===== src/rtl/core/bfbp_pkg.sv =====
// ----------------------------------------------------------------------------
// bfbp_pkg
// Shared constants for the best-fit bin packing core: status codes,
// register map and fixed field widths.
// ----------------------------------------------------------------------------
`default_nettype none

package bfbp_pkg;

  // fixed field widths of the stream and register payloads
  localparam int unsigned SIZE_FIELD_W = 16;
  localparam int unsigned BIN_FIELD_W  = 6;
  localparam int unsigned CNT_FIELD_W  = 7;
  localparam int unsigned STATUS_W     = 2;

  // configuration port
  localparam int unsigned CFG_ADDR_W = 3;
  localparam int unsigned CFG_DATA_W = 32;
  localparam logic [CFG_ADDR_W-1:0] REG_ADDR_BIN_CAPACITY = 3'd0;
  localparam logic [31:0] CAP_RESET = 32'd100;

  typedef logic [STATUS_W-1:0] status_t;

  // result status codes
  localparam status_t STATUS_PLACED  = 2'd0;
  localparam status_t STATUS_REJECT  = 2'd1;
  localparam status_t STATUS_EXHAUST = 2'd2;

endpackage

`default_nettype wire


===== src/rtl/core/bfbp_apb_regs.sv =====
// ----------------------------------------------------------------------------
// bfbp_apb_regs
// APB-style register file holding the bin capacity, masked to the
// configured size width.
// ----------------------------------------------------------------------------
`default_nettype none

module bfbp_apb_regs #(
  parameter int unsigned SIZE_BITS = 16
) (
  input  wire logic                           clk,
  input  wire logic                           rst_n,
  input  wire logic                           psel,
  input  wire logic                           penable,
  input  wire logic                           pwrite,
  input  wire logic [bfbp_pkg::CFG_ADDR_W-1:0] paddr,
  input  wire logic [bfbp_pkg::CFG_DATA_W-1:0] pwdata,
  output logic      [bfbp_pkg::CFG_DATA_W-1:0] prdata,
  output logic                                pready,
  output logic      [SIZE_BITS-1:0]           capacity
);
  import bfbp_pkg::*;

  logic [SIZE_BITS-1:0] cap_r;
  logic [SIZE_BITS-1:0] cap_nxt;
  logic [31:0]          wdata_ext;
  logic                 reg_hit;
  logic                 wr_en;

  // only the low field bits are kept, then masked to the size width
  assign wdata_ext = {16'b0, pwdata[SIZE_FIELD_W-1:0]};
  assign reg_hit   = (paddr[CFG_ADDR_W-1] == REG_ADDR_BIN_CAPACITY[CFG_ADDR_W-1]);
  assign wr_en     = psel && penable && pwrite && pready && reg_hit;
  assign cap_nxt   = wr_en ? wdata_ext[SIZE_BITS-1:0] : cap_r;

  always_ff @(posedge clk) begin
    if (!rst_n) begin
      cap_r <= CAP_RESET[SIZE_BITS-1:0];
    end else begin
      cap_r <= cap_nxt;
    end
  end

  // read-back
  always_comb begin
    if (reg_hit) begin
      prdata = CFG_DATA_W'(cap_r);
    end else begin
      prdata = '0;
    end
  end

  assign pready   = 1'b1;
  assign capacity = cap_r;

endmodule

`default_nettype wire


===== src/rtl/core/best_fit_bin_packing_core.sv =====
// ----------------------------------------------------------------------------
// best_fit_bin_packing_core
// Online best-fit bin packing over a store of open-bin remainders.
// ----------------------------------------------------------------------------
// Each accepted beat places one item in the open bin with the smallest
// remainder that still holds it (lowest index on a tie), or opens a new bin
// at the configured capacity, or reports exhaustion when the store is full.
// A set flag on the beat empties all bins first. The remainders sit in a
// single-port memory that is scanned one entry per cycle through one shared
// compare unit, followed by a write-back step and a result step. A rejected
// item (size zero or above capacity) skips the scan and write-back and goes
// straight to the result step. The input is not ready while an item is being
// worked on; the result sits in an output register until taken.
`default_nettype none

module best_fit_bin_packing_core #(
  parameter int unsigned MAX_BINS  = 64,
  parameter int unsigned SIZE_BITS = 16
) (
  input  wire logic                            clk,
  input  wire logic                            rst_n,
  // tdata: item_size[15:0]
  input  wire logic [15:0]                     in_tdata,
  // tuser: first_of_set[0]
  input  wire logic [0:0]                      in_tuser,
  input  wire logic                            in_tvalid,
  output logic                                 in_tready,
  // tdata: bin_index[5:0], bins_in_use[12:6], zero pad[15:13]
  output logic [15:0]                          out_tdata,
  // tuser: opened_new[0], status[2:1]
  output logic [2:0]                           out_tuser,
  output logic                                 out_tvalid,
  input  wire logic                            out_tready,
  input  wire logic                            cfg_psel,
  input  wire logic                            cfg_penable,
  input  wire logic                            cfg_pwrite,
  input  wire logic [bfbp_pkg::CFG_ADDR_W-1:0] cfg_paddr,
  input  wire logic [bfbp_pkg::CFG_DATA_W-1:0] cfg_pwdata,
  output logic      [bfbp_pkg::CFG_DATA_W-1:0] cfg_prdata,
  output logic                                 cfg_pready
);
  import bfbp_pkg::*;

  localparam int unsigned IDX_W = $clog2(MAX_BINS);
  localparam int unsigned CNT_W = $clog2(MAX_BINS + 1);
  localparam logic [CNT_W-1:0] MAX_CNT = CNT_W'(MAX_BINS);

  localparam logic [1:0] S_IDLE   = 2'd0;
  localparam logic [1:0] S_SCAN   = 2'd1;
  localparam logic [1:0] S_DECIDE = 2'd2;
  localparam logic [1:0] S_RESULT = 2'd3;

  logic [1:0]           state_r, state_nxt;
  logic [SIZE_BITS-1:0] capacity;
  logic [SIZE_BITS-1:0] size_r;
  logic [CNT_W-1:0]     count_r;
  logic [CNT_W-1:0]     scan_idx_r;
  logic                 rd_pend_r;
  logic [IDX_W-1:0]     rd_idx_r;
  logic                 found_r;
  logic [SIZE_BITS-1:0] best_r;
  logic [IDX_W-1:0]     best_idx_r;
  logic [IDX_W-1:0]     chosen_r;
  logic                 opened_r;
  status_t              status_r;
  logic                 out_valid_r;
  logic [BIN_FIELD_W-1:0] out_bin_r;
  logic [CNT_FIELD_W-1:0] out_cnt_r;
  logic                 out_open_r;
  status_t              out_status_r;

  logic [SIZE_BITS-1:0] rem_mem [MAX_BINS];
  logic [SIZE_BITS-1:0] mem_q;

  logic [31:0]          size_ext;
  logic [SIZE_BITS-1:0] size_in;
  logic                 in_acc;
  logic                 reject;
  logic                 issue;
  logic                 hit;
  logic                 wr_en;
  logic [IDX_W-1:0]     wr_addr;
  logic [SIZE_BITS-1:0] sub_a;
  logic [SIZE_BITS-1:0] wr_data;
  logic                 out_load;
  logic [31:0]          chosen_ext;
  logic [31:0]          count_ext;

  // configuration registers
  bfbp_apb_regs #(
    .SIZE_BITS (SIZE_BITS)
  ) u_regs (
    .clk      (clk),
    .rst_n    (rst_n),
    .psel     (cfg_psel),
    .penable  (cfg_penable),
    .pwrite   (cfg_pwrite),
    .paddr    (cfg_paddr),
    .pwdata   (cfg_pwdata),
    .prdata   (cfg_prdata),
    .pready   (cfg_pready),
    .capacity (capacity)
  );

  // input decode and rejection check
  assign size_ext  = {16'b0, in_tdata[SIZE_FIELD_W-1:0]};
  assign size_in   = size_ext[SIZE_BITS-1:0];
  assign in_tready = (state_r == S_IDLE);
  assign in_acc    = in_tvalid && in_tready;
  assign reject    = (size_in == '0) || (size_in > capacity);

  // scan: one read issued per cycle, compared in the cycle after
  assign issue = (state_r == S_SCAN) && (scan_idx_r < count_r);
  assign hit   = rd_pend_r && (mem_q >= size_r) && (!found_r || (mem_q < best_r));

  // shared subtractor for the write-back
  assign sub_a   = found_r ? best_r : capacity;
  assign wr_data = sub_a - size_r;
  assign wr_addr = found_r ? best_idx_r : count_r[IDX_W-1:0];
  assign wr_en   = (state_r == S_DECIDE) && (found_r || (count_r < MAX_CNT));

  // remainder memory
  always_ff @(posedge clk) begin
    if (wr_en) begin
      rem_mem[wr_addr] <= wr_data;
    end
    if (issue) begin
      mem_q <= rem_mem[scan_idx_r[IDX_W-1:0]];
    end
  end

  // sequencer next state
  always_comb begin
    state_nxt = state_r;
    unique case (state_r)
      S_IDLE: begin
        if (in_acc) begin
          state_nxt = reject ? S_RESULT : S_SCAN;
        end
      end
      S_SCAN: begin
        if (!issue && !rd_pend_r) begin
          state_nxt = S_DECIDE;
        end
      end
      S_DECIDE: begin
        state_nxt = S_RESULT;
      end
      S_RESULT: begin
        if (out_load) begin
          state_nxt = S_IDLE;
        end
      end
      default: begin
        state_nxt = S_IDLE;
      end
    endcase
  end

  assign out_load = (state_r == S_RESULT) && (!out_valid_r || out_tready);

  // control registers
  always_ff @(posedge clk) begin
    if (!rst_n) begin
      state_r     <= S_IDLE;
      count_r     <= '0;
      rd_pend_r   <= 1'b0;
      found_r     <= 1'b0;
      out_valid_r <= 1'b0;
    end else begin
      state_r   <= state_nxt;
      rd_pend_r <= issue;
      if (in_acc) begin
        found_r <= 1'b0;
        if (in_tuser[0]) begin
          count_r <= '0;
        end
      end else if (hit) begin
        found_r <= 1'b1;
      end
      if (wr_en && !found_r) begin
        count_r <= CNT_W'(count_r + 1'b1);
      end
      if (out_load) begin
        out_valid_r <= 1'b1;
      end else if (out_tready) begin
        out_valid_r <= 1'b0;
      end
    end
  end

  // item and scan datapath
  always_ff @(posedge clk) begin
    if (in_acc) begin
      size_r     <= size_in;
      scan_idx_r <= '0;
      chosen_r   <= '0;
      opened_r   <= 1'b0;
      status_r   <= reject ? STATUS_REJECT : STATUS_PLACED;
    end
    if (issue) begin
      scan_idx_r <= CNT_W'(scan_idx_r + 1'b1);
      rd_idx_r   <= scan_idx_r[IDX_W-1:0];
    end
    if (hit) begin
      best_r     <= mem_q;
      best_idx_r <= rd_idx_r;
    end
    if (state_r == S_DECIDE) begin
      if (found_r) begin
        chosen_r <= best_idx_r;
      end else if (count_r < MAX_CNT) begin
        chosen_r <= count_r[IDX_W-1:0];
        opened_r <= 1'b1;
      end else begin
        status_r <= STATUS_EXHAUST;
      end
    end
  end

  // result register
  assign chosen_ext = 32'(chosen_r);
  assign count_ext  = 32'(count_r);

  always_ff @(posedge clk) begin
    if (out_load) begin
      out_bin_r    <= chosen_ext[BIN_FIELD_W-1:0];
      out_cnt_r    <= count_ext[CNT_FIELD_W-1:0];
      out_open_r   <= opened_r;
      out_status_r <= status_r;
    end
  end

  assign out_tvalid = out_valid_r;
  assign out_tdata  = {3'b0, out_cnt_r, out_bin_r};
  assign out_tuser  = {out_status_r, out_open_r};

`ifndef SYNTH
  // bin count never passes the store depth
  a_count_bound: assert property (@(posedge clk) disable iff (!rst_n)
    count_r <= MAX_CNT)
    else $error("open bin count above store depth");

  // a candidate bin always holds the item
  a_best_fits: assert property (@(posedge clk) disable iff (!rst_n)
    found_r |-> (best_r >= size_r))
    else $error("chosen remainder smaller than item");

  // reads are in flight only during the scan
  a_read_in_scan: assert property (@(posedge clk) disable iff (!rst_n)
    rd_pend_r |-> (state_r == S_SCAN))
    else $error("memory read outside scan");

  // opening a bin bumps the count by one
  a_open_counts: assert property (@(posedge clk) disable iff (!rst_n)
    (wr_en && !found_r) |=> (count_r == CNT_W'($past(count_r) + 1'b1)))
    else $error("new bin not counted");

  // an opened bin is always a placed item
  a_open_placed: assert property (@(posedge clk) disable iff (!rst_n)
    (out_valid_r && out_open_r) |-> (out_status_r == STATUS_PLACED))
    else $error("opened bin with non-placed status");
`endif

endmodule

`default_nettype wire


===== config.mk =====
export PLATFORM = sky130hd
export DESIGN_NAME = best_fit_bin_packing_core
export DESIGN_NICKNAME = d
export VERILOG_FILES = /design/src/rtl/core/bfbp_pkg.sv /design/src/rtl/core/bfbp_apb_regs.sv /design/src/rtl/core/best_fit_bin_packing_core.sv
export SDC_FILE = /design/constraint.sdc
export NUM_CORES = 1
export LEC_CHECK = 0
export BUFFER_PORTS_ARGS = -buffer_cell sky130_fd_sc_hd__clkbuf_2
export CAP_MARGIN = 20
export CORE_MARGIN = 8
export CORE_UTILIZATION = 55
export CTS_CLUSTER_DIAMETER = 50
export DETAILED_ROUTE_END_ITERATION = 10
export GPL_ROUTABILITY_DRIVEN = 0
export GPL_TIMING_DRIVEN = 0
export PLACE_DENSITY = 0.73
export SYNTH_ARGS = -nofsm -noshare
export SYNTH_HDL_FRONTEND = slang
export SYNTH_SLANG_ARGS = --single-unit

===== constraint.sdc =====
create_clock -name clk -period 8.35 [get_ports clk]
set_clock_uncertainty 0.05 [all_clocks]
set_input_delay 1.2525 -clock clk [delete_from_list [all_inputs] [get_ports clk]]
set_output_delay 1.2525 -clock clk [all_outputs]
set_load 0.005 [all_outputs]

==> results.sh <==
export IMPL_status="completed"
export IMPL_r2r_start="found_r"
export IMPL_grt_max_degree=45
export IMPL_port_buffers=72
export IMPL_grt_total_usage_pct=23.99
export IMPL_p_leak_uw=0.01699
export IMPL_critPathArrivalTime_ns=5.88
export IMPL_yosysSeqAreaShare_pct=74.84
export IMPL_antenna_found_initial=1
export IMPL_worst_hold_startpoint="rd_idx_r[2]"
export IMPL_vias=24300
export IMPL_finalSetupTns_ns=0
export IMPL_boundaryPins=113
export IMPL_synth_edf_count=1107
export IMPL_synth_seq_cells=1144
export IMPL_cp_slowest_cell="a211oi_4"
export IMPL_grt_overflow=0
export IMPL_crit_required_ns=8.80
export IMPL_critical_path_top_delay_family="compound AO/OA/AOI/OAI gates"
export IMPL_ys_async_sr_fraction_pct=0
export IMPL_vias_per_cell=6.479
export IMPL_route_detailed_drc=0
export IMPL_rsz0062_at_grt="false"
export IMPL_postCtsSetupBuffers=0
export IMPL_end_kind="flop"
export IMPL_critPathMaxStageDelay_ns=0.83
export IMPL_area_delta_synth_final_pct=14.70
export IMPL_slew_viol_final=0
export IMPL_crit_start="found_r"
export IMPL_hold_viol_final=0
export IMPL_ir_drop_mv=0.2051
export IMPL_setup_viol=0
export IMPL_rows=105
export IMPL_cts_hold_buf=0
export IMPL_wl_per_cell_microns=29.40
export IMPL_place_hpwl_microns=75430
export IMPL_htreeDepth=3
export IMPL_nFillCells=5372
export IMPL_die_w_microns=303.3
export IMPL_ff_latch_area_sq_um=33980
export IMPL_drtPass1Iterations=6
export IMPL_drt_initial_drc_count=3396
export IMPL_ys_types=61
export IMPL_post_cts_resized=0
export IMPL_cts_buffers=111
export IMPL_antenna_cells=0
export IMPL_crit_path_cell_trace="clkbuf_1, clkbuf_1, buf_2, buf_1, o21ai_0, ha_1, a21o_1, a211o_1, o221a_2, o21ai_0, nor2_1, a211oi_4, buf_8"
export IMPL_clockBufferDepth=3
export IMPL_cap_violations=0
export IMPL_synth_cells=2323
export IMPL_start_util_pct=55.39
export IMPL_crit_type="reg -> reg"
export IMPL_die_area_sq_um=92010
export IMPL_nNetsFinal=2722
export IMPL_synth_area_sq_um=45410
export IMPL_layout_min_cycle_time_ns=5.434
export IMPL_core_area_sq_um=81980
export IMPL_powerDensity_nw_per_um2=310.6
export IMPL_slew_headroom_pct=28.09
export IMPL_die_y_microns=303.3
export IMPL_clk_pin_slew_ns=0.06
export IMPL_multi_input_area_sq_um=10890
export IMPL_timing_final_crit_share_pct=65.07
export IMPL_grt_pass1_wl_microns=161100
export IMPL_yosys_area_top_type="edfxtp_1"
export IMPL_clk_latency_ns=0.69
export IMPL_hold_path_class="reg -> reg"
export IMPL_cts_sinks=1144
export IMPL_grt_pass1_vias=24460
export IMPL_p_total_uw=16180
export IMPL_synthFlopType="edfxtp_1"
export IMPL_postRouteAntennaNets=0
export IMPL_tightest_slew_ns=1.073
export IMPL_netlist_top_cells_area="edfxtp_1, mux4_2, ha_1"
export IMPL_cts_root_buf="clkbuf_16"
export IMPL_cp_max_fo=27
export IMPL_syn_avg_cell_area_sq_um=19.55
export IMPL_routed_wl_microns=110300
export IMPL_max_freq_ghz=0.1840
export IMPL_synth_top_area_share_pct=73.21
export IMPL_yosysWarnings=0
export IMPL_cts_tree="yes"
export IMPL_crit_buf_inv=5
export IMPL_drive_above_1_share_pct=25.74
export IMPL_critical_path_startpoint_type="flop"
-- layout make-up --
| class | instances | share of cell area (%) |
|---|---|---|
| multi-input combinational | 1003 | 20.90 |
| clock inverter | 76 | 1.379 |
| buffer | 129 | 1.252 |
| clock buffer | 130 | 5.552 |
| sequential | 1144 | 65.25 |
| timing repair buffer | 134 | 2.626 |
| inverter | 65 | 0.4685 |
| tap | 1070 | 2.571 |
-- cell families (layout without fill, tap and decap cells) --
group,count (synthesis),in the layout,share of synthesized area (%)
AND/OR/NAND/NOR,311,311,2.932
flip-flops,1144,1144,74.84
AO/OA/AOI/OAI,323,323,5.103
adder cells (fa/ha/maj),75,75,2.083
buffers and inverters,194,534,1.973
other,2,20,0.01654
XOR/XNOR,16,16,0.3086
multiplexers,258,258,12.74
-- routing by layer --
layer / wire, microns / track usage [%]
met1: 43340 / 33.84
met2: 51530 / 37.71
met3: 10690 / 3.989
met4: 4709 / 9.646
met5: 13 / 0
-- synthesized netlist by cell type, types with 14 or more instances --
cell	count
dfxtp_1	37
buf_2	20
inv_1	65
a221oi_1	32
o21ai_0	47
a22oi_1	85
a22o_1	33
ha_1	74
o221ai_1	16
clkbuf_1	64
nor2_1	121
edfxtp_1	1107
a21oi_1	51
nor2b_1	14
nand2_1	121
mux4_2	256
buf_4	30
-- cell usage in the layout, fill, tap and decap left out, drive strengths merged, types with 7 or more instances in the layout --
cell    count
nor4        7
nor2b      14
o21ai      47
o221ai     16
nand2     121
xnor2      12
o21a       10
ha         74
nand3      10
inv        75
a21oi      51
buf       127
bufinv      9
clkbuf    266
a21o       11
nor2      121
a221oi     32
clkinv     54
nand4       7
dfxtp      37
conb       20
edfxtp   1107
a22o       33
a22oi      85
mux4      256
nand2b     11
-- through the flow --
| stage | util [%] | setup slack, ns | instance area [sq um] | hold WS [ns] | cells |
|---|---|---|---|---|---|
| floorplan | - | 2.074 | 45470 | 0.3503 | 2341 |
| global placement | 57.54 | -1.636 | 47170 | 0.3515 | 3483 |
| detailed placement | 59.12 | 3.088 | 48460 | 0.3545 | 3544 |
| CTS | 63.52 | 3.057 | 52070 | 0.3680 | 3750 |
| global route | 63.53 | 2.752 | 52080 | 0.3786 | 3751 |
| finish | 63.53 | 2.916 | 52080 | 0.3665 | 3751 |
-- flip-flops by register name, summed over array words and instances (netlist names), 7 cells and up --
name,count
rem_mem,1024
count_r,7
u_regs.capacity,16
scan_idx_r,7
size_r,16
best_r,16
mem_q,16
out_cnt_r,7
-- final timing paths --
| check | end | cells after the start | slack [ns] |
|---|---|---|---|
| worst max-delay path | rem_mem[24][15] | 13 | 2.92 |
| worst min-delay path | best_idx_r[2] | 0 | 0.37 |
| worst min register to register | best_idx_r[2] | 0 | 0.37 |
| worst max register to register | rem_mem[24][15] | 13 | 2.92 |
-- report_power, final --
part	switching (uW)	internal [uW]
Clock	2130	2780
Sequential	84.7	7040
Combinational	2640	1510
Power figures use the tool's default switching activity.
